==> src/design/hslca_pkg.sv <==
// Shared types and codes for the HSL color adjust block.
package hslca_pkg;

  typedef struct packed {
    logic [7:0] red_in;
    logic [7:0] green_in;
    logic [7:0] blue_in;
    logic [7:0] alpha_in;
  } pix_in_t;

  typedef struct packed {
    logic [7:0] red_out;
    logic [7:0] green_out;
    logic [7:0] blue_out;
    logic [7:0] alpha_out;
  } pix_out_t;

  // Register indexes on the configuration port.
  localparam logic [1:0] REG_MODE   = 2'd0;
  localparam logic [1:0] REG_AMOUNT = 2'd1;
  localparam logic [1:0] REG_ALPHA  = 2'd2;

  // Adjust modes.
  localparam logic [1:0] MODE_LIGHTEN    = 2'd0;
  localparam logic [1:0] MODE_DARKEN     = 2'd1;
  localparam logic [1:0] MODE_DESATURATE = 2'd2;
  localparam logic [1:0] MODE_SET_ALPHA  = 2'd3;

  // Hue base sector of the max channel, in sixths of a turn.
  localparam logic [2:0] BASE_RED   = 3'd0;
  localparam logic [2:0] BASE_GREEN = 3'd2;
  localparam logic [2:0] BASE_BLUE  = 3'd4;

  // Per-channel segment of the back conversion.
  localparam logic [1:0] SEG_RAMP = 2'd0;
  localparam logic [1:0] SEG_HIGH = 2'd1;
  localparam logic [1:0] SEG_LOW  = 2'd2;

  // Sideband carried alongside the math.
  typedef struct packed {
    logic       pass;
    logic       hue_neg;
    logic [2:0] hue_base;
    pix_in_t    pix;
  } side_t;

  typedef struct packed {
    logic [1:0] mode;
    logic [7:0] alpha_value;
  } cfg_t;

endpackage

==> src/design/hslca_hsl2rgb.sv <==
// Adjust and back conversion: HSL to RGB bytes, plus the set-alpha path.
module hslca_hsl2rgb import hslca_pkg::*; #(
  parameter int FRAC_BITS = 16
) (
  input  logic               clk,
  input  logic               rst,
  input  logic               en,
  input  logic               in_valid,
  input  side_t              in_side,
  input  logic [FRAC_BITS:0] lum,
  input  logic [FRAC_BITS:0] sat,
  input  logic [FRAC_BITS:0] hterm,
  input  cfg_t               cfg,
  input  logic [16:0]        amount,
  output logic               out_valid,
  output pix_out_t           out_pix
);

  localparam int F  = FRAC_BITS;
  localparam int AW = F + 2;
  localparam int SW = F + 4;
  localparam logic [F+2:0] ONE  = (F+3)'(1) << F;
  localparam logic [F+2:0] SIX  = (F+3)'(6) << F;
  localparam logic [F+2:0] TWO  = (F+3)'(2) << F;
  localparam logic [F+2:0] THR  = (F+3)'(3) << F;
  localparam logic [F+2:0] FOUR = (F+3)'(4) << F;
  localparam logic [F:0]   HALF = (F+1)'(1) << (F - 1);

  // amount at F fraction bits
  logic [AW-1:0] amt;
  if (FRAC_BITS >= 16) begin : g_amt_up
    assign amt = AW'(amount) << (F - 16);
  end else begin : g_amt_dn
    logic [17:0] amt_r;
    assign amt_r = {1'b0, amount} + 18'(18'd1 << (15 - F));
    assign amt   = AW'(amt_r >> (16 - F));
  end

  // stage 6 comb: adjust, clamp, hue
  logic signed [SW-1:0] adj, hue;
  logic [F:0]   l6n, s6n;
  logic [F+2:0] h6n;

  always_comb begin
    unique case (cfg.mode)
      MODE_LIGHTEN: adj = $signed(SW'(lum)) + $signed(SW'(amt));
      MODE_DARKEN:  adj = $signed(SW'(lum)) - $signed(SW'(amt));
      default:      adj = $signed(SW'(sat)) - $signed(SW'(amt));
    endcase
    l6n = lum;
    s6n = sat;
    if (cfg.mode == MODE_DESATURATE) begin
      s6n = (adj < 0) ? '0 : (adj > $signed(SW'(ONE))) ? ONE[F:0] : (F+1)'(adj);
    end else begin
      l6n = (adj < 0) ? '0 : (adj > $signed(SW'(ONE))) ? ONE[F:0] : (F+1)'(adj);
    end
    hue = $signed(SW'({in_side.hue_base, {F{1'b0}}}));
    hue = in_side.hue_neg ? hue - $signed(SW'(hterm)) : hue + $signed(SW'(hterm));
    if (hue < 0) hue = hue + $signed(SW'(SIX));
    if (hue >= $signed(SW'(SIX))) hue = hue - $signed(SW'(SIX));
    h6n = (F+3)'(hue);
  end

  logic [F:0]     l6, s6, l7, s7;
  logic [F+2:0]   h6, h7;
  logic           lo7;
  logic [2*F+2:0] m7;

  // stage 8 comb
  logic [F+1:0] rr, q8n;
  logic signed [F+3:0] pd;
  logic [F:0]   p8n;
  logic [F+1:0] span8n;
  logic [F+2:0] t [3];
  logic [F:0]   f8n [3];
  logic [1:0]   seg8n [3];

  always_comb begin
    rr  = (F+2)'((m7 + (2*F+3)'(HALF)) >> F);
    q8n = lo7 ? rr : (F+2)'(l7) + (F+2)'(s7) - rr;
    pd  = $signed((F+4)'({l7, 1'b0})) - $signed((F+4)'(q8n));
    p8n = (pd < 0) ? '0 : (F+1)'(pd);
    span8n = (q8n > (F+2)'(p8n)) ? q8n - (F+2)'(p8n) : '0;
    t[0] = (h7 + TWO >= SIX) ? h7 + TWO - SIX : h7 + TWO;
    t[1] = h7;
    t[2] = (h7 >= TWO) ? h7 - TWO : h7 + FOUR;
    for (int i = 0; i < 3; i++) begin
      f8n[i] = '0;
      priority if (t[i] < ONE) begin
        seg8n[i] = SEG_RAMP;
        f8n[i]   = (F+1)'(t[i]);
      end else if (t[i] < THR) begin
        seg8n[i] = SEG_HIGH;
      end else if (t[i] < FOUR) begin
        seg8n[i] = SEG_RAMP;
        f8n[i]   = (F+1)'(FOUR - t[i]);
      end else begin
        seg8n[i] = SEG_LOW;
      end
    end
  end

  logic [F:0]     p8, p9;
  logic [F+1:0]   q8, q9, span8;
  logic [F:0]     f8 [3];
  logic [1:0]     seg8 [3], seg9 [3];
  logic [2*F+2:0] prod9 [3];

  // stage 10 comb
  logic [F+1:0]  v [3];
  logic [F+11:0] w [3];
  logic [F+11:0] bw [3];
  logic [7:0]    byt [3];

  always_comb begin
    for (int i = 0; i < 3; i++) begin
      unique case (seg9[i])
        SEG_RAMP: v[i] = (F+2)'(p9) + (F+2)'((prod9[i] + (2*F+3)'(HALF)) >> F);
        SEG_HIGH: v[i] = q9;
        default:  v[i] = (F+2)'(p9);
      endcase
      w[i]   = ((F+12)'(v[i]) << 8) - (F+12)'(v[i]);
      bw[i]  = (w[i] + (F+12)'(HALF)) >> F;
      byt[i] = (bw[i] > (F+12)'(255)) ? 8'd255 : bw[i][7:0];
    end
  end

  logic  vp [5];
  side_t sp [4];

  always_ff @(posedge clk) begin
    if (rst) begin
      for (int i = 0; i < 5; i++) vp[i] <= 1'b0;
    end else if (en) begin
      vp[0] <= in_valid;
      for (int i = 1; i < 5; i++) vp[i] <= vp[i-1];
    end
  end

  always_ff @(posedge clk) begin
    if (en) begin
      sp[0] <= in_side;
      for (int i = 1; i < 4; i++) sp[i] <= sp[i-1];
      l6 <= l6n;
      s6 <= s6n;
      h6 <= h6n;
      lo7 <= (l6 < HALF);
      m7  <= (2*F+3)'(l6) * (2*F+3)'((l6 < HALF) ? ONE[F+1:0] + (F+2)'(s6) : (F+2)'(s6));
      l7  <= l6;
      s7  <= s6;
      h7  <= h6;
      p8  <= p8n;
      q8  <= q8n;
      span8 <= span8n;
      for (int i = 0; i < 3; i++) begin
        f8[i]    <= f8n[i];
        seg8[i]  <= seg8n[i];
        prod9[i] <= (2*F+3)'(span8) * (2*F+3)'(f8[i]);
        seg9[i]  <= seg8[i];
      end
      p9 <= p8;
      q9 <= q8;
      if (sp[3].pass) begin
        out_pix.red_out   <= sp[3].pix.red_in;
        out_pix.green_out <= sp[3].pix.green_in;
        out_pix.blue_out  <= sp[3].pix.blue_in;
        out_pix.alpha_out <= cfg.alpha_value;
      end else begin
        out_pix.red_out   <= byt[0];
        out_pix.green_out <= byt[1];
        out_pix.blue_out  <= byt[2];
        out_pix.alpha_out <= sp[3].pix.alpha_in;
      end
    end
  end

  assign out_valid = vp[4];

endmodule

==> config.mk <==
export PLATFORM = sky130hd
export DESIGN_NAME = hslca_hsl2rgb
export DESIGN_NICKNAME = d
export VERILOG_FILES = /design/src/design/hslca_pkg.sv /design/src/design/hslca_hsl2rgb.sv
export SDC_FILE = /design/constraint.sdc
export NUM_CORES = 2
export LEC_CHECK = 0
export BUFFER_PORTS_ARGS = -buffer_cell sky130_fd_sc_hd__buf_2
export CAP_MARGIN = 20
export CORE_MARGIN = 1
export CORE_UTILIZATION = 55
export DETAILED_ROUTE_END_ITERATION = 10
export HOLD_SLACK_MARGIN = 0.08
export PLACE_DENSITY = 0.68
export SYNTH_ARGS = -nofsm -noshare
export SYNTH_HDL_FRONTEND = slang
export SYNTH_SLANG_ARGS = --single-unit
==> constraint.sdc <==
create_clock -name clk -period 10.4 [get_ports clk]
set_input_delay 2.08 -clock clk [delete_from_list [all_inputs] [get_ports clk]]
set_output_delay 2.08 -clock clk [all_outputs]
set_load 0.02 [all_outputs]
==> impl_metrics.csv <==
group,metric,value,unit
timing,period_needed,8.90,ns
critical_path,end_kind,"flop",
logic_synthesis,async_flop_share,0,%
place,dp_hpwl,130000,um
place,port_buffers,151,
critical_path,cp_slowest_cell,"fa_1",
logic_synthesis,synth_ff_type,"edfxtp_1",
logic_synthesis,ys_seq_area_share,22.3,%
critical_path,cp-start-kind,"flop",
grt,gr-usage-met2,45.1,%
timing,slew_violations,0,
floorplanning,die-area,124000,sq um
timing,whs,0.410,ns
route,viasPerCell,5.67,
floorplanning,rows,128,
timing,setup_viol,0,
route,post-route-drc-count,0,
route,drt-initial-drc-count,3681,
critical_path,crit_type,"reg2reg",
place,placedCellCount,8578,
timing,grt_setup_unrepaired,"false",
logic_synthesis,synthTopCellsByArea,"fa_1 29%, edfxtp_1 22%, ha_1 11%",
critical_path,crit_start,"m7[15]",
timing,hold_viol,0,
timing,tightestPinTransition,1.10,ns
timing,fin_tns_setup,0,ns
grt,use_met1,38.7,%
timing,max_freq,112,MHz
clock_network,cts_made_buffers,56,
logic_synthesis,ys_types,105,
critical_path,crit_top_cell,"a21oi_1",
finish,final_area,71700,sq um
floorplanning,die_w,353,um
worst_hold_path,hold_start,"sp[2][17]",
timing,slew_headroom,26.5,%
finish,fill_cells,10400,
critical_path,slowest_delay,0.51,ns
clock_network,ctsResizeCount,0,
status,status,"complete, no violations",
logic_synthesis,syn_nets,8774,
logic_synthesis,avgSynthCellArea,9.56,sq um
grt,grt.busiest_layer,"met2",
route,ant_nets,0,
place,placed_area,69700,sq um
logic_synthesis,synth_area_leader_cell,"fa_1",
clock_network,post-cts-setup-buffers,0,
clock_network,clock_path_buffers,3,
grt,use_met3,3.53,%
clock_network,root_buffer,"clkbuf_16",
clock_network,htree_levels,2,
grt,grt_pass1_wl,273000,um
floorplanning,die_h,353,um
grt,overflow,0,
clock_network,hold_buffers,0,
critical_path,rr_startpoint,"m7[15]",
critical_path,required,10.81,ns
critical_path,cp_data_arrival_time,9.31,ns
timing,fin_crit_sh,85.6,%
floorplanning,coreArea,122000,sq um
clock_network,clkTransAtPathRegs,0.07,ns
finish,final_cells,8684,
logic_synthesis,synthesis.area,67600,sq um
place,gp_congestion,0.928,
finish,nNetsFinal,8714,
logic_synthesis,synth-seq-cells,503,
floorplanning,boundaryPins,152,
route,drtPass1Iterations,6,
logic_synthesis,yosysTopAreaCellShare,28.7,%
grt,first_global_vias,50500,
logic_synthesis,synthCells,7071,
logic_synthesis,synth_edf_count,503,
logic_synthesis,yosysWarnings,0,
worst_hold_path,min_path_type,"reg2reg",
floorplanning,floorplan.initialDensity,55.5,%
grt,grt_max_degree,192,
critical_path,crit_fanout,13,
route,finalWirelength,169000,um
timing,fin_worst_skew,0.0600,ns
route,wl_per_cell,19.5,um
grt,grt_util_all_layers,27.6,%
flow_run,drv_cap,0,
finish,synthToLayoutAreaGrowth,5.95,%
clock_network,clk_latency,0.69,ns
grt,antenna_found_initial,5,
route,dr_total_vias,49200,
clock_network,cts_sinks,503,
clock_network,cts_tree,"built",
finish,layout-drive-gt1-share,5.33,%
==> cells by family after synthesis <==
group	count (synthesis)	synth area share, %
adder cells (fa/ha/maj)	1586	40.1
XOR/XNOR	272	3.53
buffers and inverters	1546	8.59
multiplexers	44	0.675
flip-flops	503	22.3
AO/OA/AOI/OAI	911	9.19
AND/OR/NAND/NOR	2208	15.6
other	1	0.00554
==> through the flow <==
| step | setup slack, ns | util (%) |
|---|---|---|
| 2_1_floorplan | 2.15 | - |
| 3_3_place_gp | 1.59 | 57.2 |
| 3_5_place_dp | 1.59 | 57.2 |
| 4_1_cts | 1.52 | 58.8 |
| 5_1_grt | 0.789 | 58.8 |
| 6_report | 1.50 | 58.8 |
==> cell type report <==
cell class	instances	area (sq um)	area share (%)
Antenna cell	1	2.50	0.00349
Sequential cell	503	15100	21.1
Inverter	1222	4590	6.40
Multi-Input combinational cell	5022	46700	65.2
Clock buffer	65	1440	2.00
Clock inverter	40	538	0.751
Timing Repair Buffer	206	1240	1.73
Tap cell	1625	2030	2.84
==> synth_stat cells, types with 16 or more instances <==
library cell and n:
a31oi_1 24, o21a_1 69, a21oi_1 184, nand2_1 1080, nor2_1 225, mux2i_1 31
o31ai_1 63, o21ai_0 190, or2_2 24, fa_1 969, a22o_1 16, inv_1 1220
nor3_1 103, nor2b_1 40, nand3_1 57, or4_1 19, and2_1 417, ha_1 615
nand4_1 31, xnor2_1 182, a211oi_1 24, xor2_1 89, o211ai_1 35, edfxtp_1 503
and3_1 53, nand2b_1 44, a21o_1 80, clkbuf_1 313, or3_1 45, o21bai_1 26
==> routing by layer <==
layer	part of all wire, %	up-vias
li1	-	22700
met1	43	24500
met2	47	1686
met3	6.8	309
met4	3.0	6
met5	0.022	-
==> registers in the layout (all words and copies together), names as in the netlist, 17 cells and up <==
name	flops
sp	132
prod9	57
f8	51
out_pix	32
h6	19
h7	19
m7	19
q8	18
q9	18
span8	18
l6	17
l7	17
p8	17
p9	17
s6	17
s7	17
==> final timing paths <==
check	to	slack, ns	cells past startpoint
setup / recovery	span8[7]	1.50	38
hold / removal	sp[3][17]	0.41	0
setup reg to reg	span8[7]	1.50	38
hold reg to reg	sp[3][17]	0.41	0
==> cells in the final DEF, fill, tap and decap left out, types with 44 or more instances in the layout <==
cell,instances
fa_1,969
nor3_1,103
xor2_1,89
nor2_1,225
ha_1,615
buf_2,150
o21a_1,69
xnor2_1,182
o21ai_0,190
and3_1,53
nand2b_1,44
o31ai_1,63
clkbuf_16,56
nand2_1,1080
a21oi_1,184
nand3_1,57
or3_1,45
inv_1,1220
edfxtp_1,503
and2_1,417
buf_4,50
a21o_1,80
==> worst max-delay path, delay by kind of cell, from the launching register on <==
| kind | cells | cell delay (ns) |
|---|---|---|
| flip-flops | 1 | 0.42 |
| XOR/XNOR | 2 | 0.45 |
| AND/OR/NAND/NOR | 5 | 0.87 |
| AO/OA/AOI/OAI | 25 | 4.57 |
| buffers and inverters | 1 | 0.25 |
| adder cells (fa/ha/maj) | 5 | 2.07 |
Power is not shown: default switching activity piles up to over one toggle a cycle in this logic, so the estimate is an artifact.
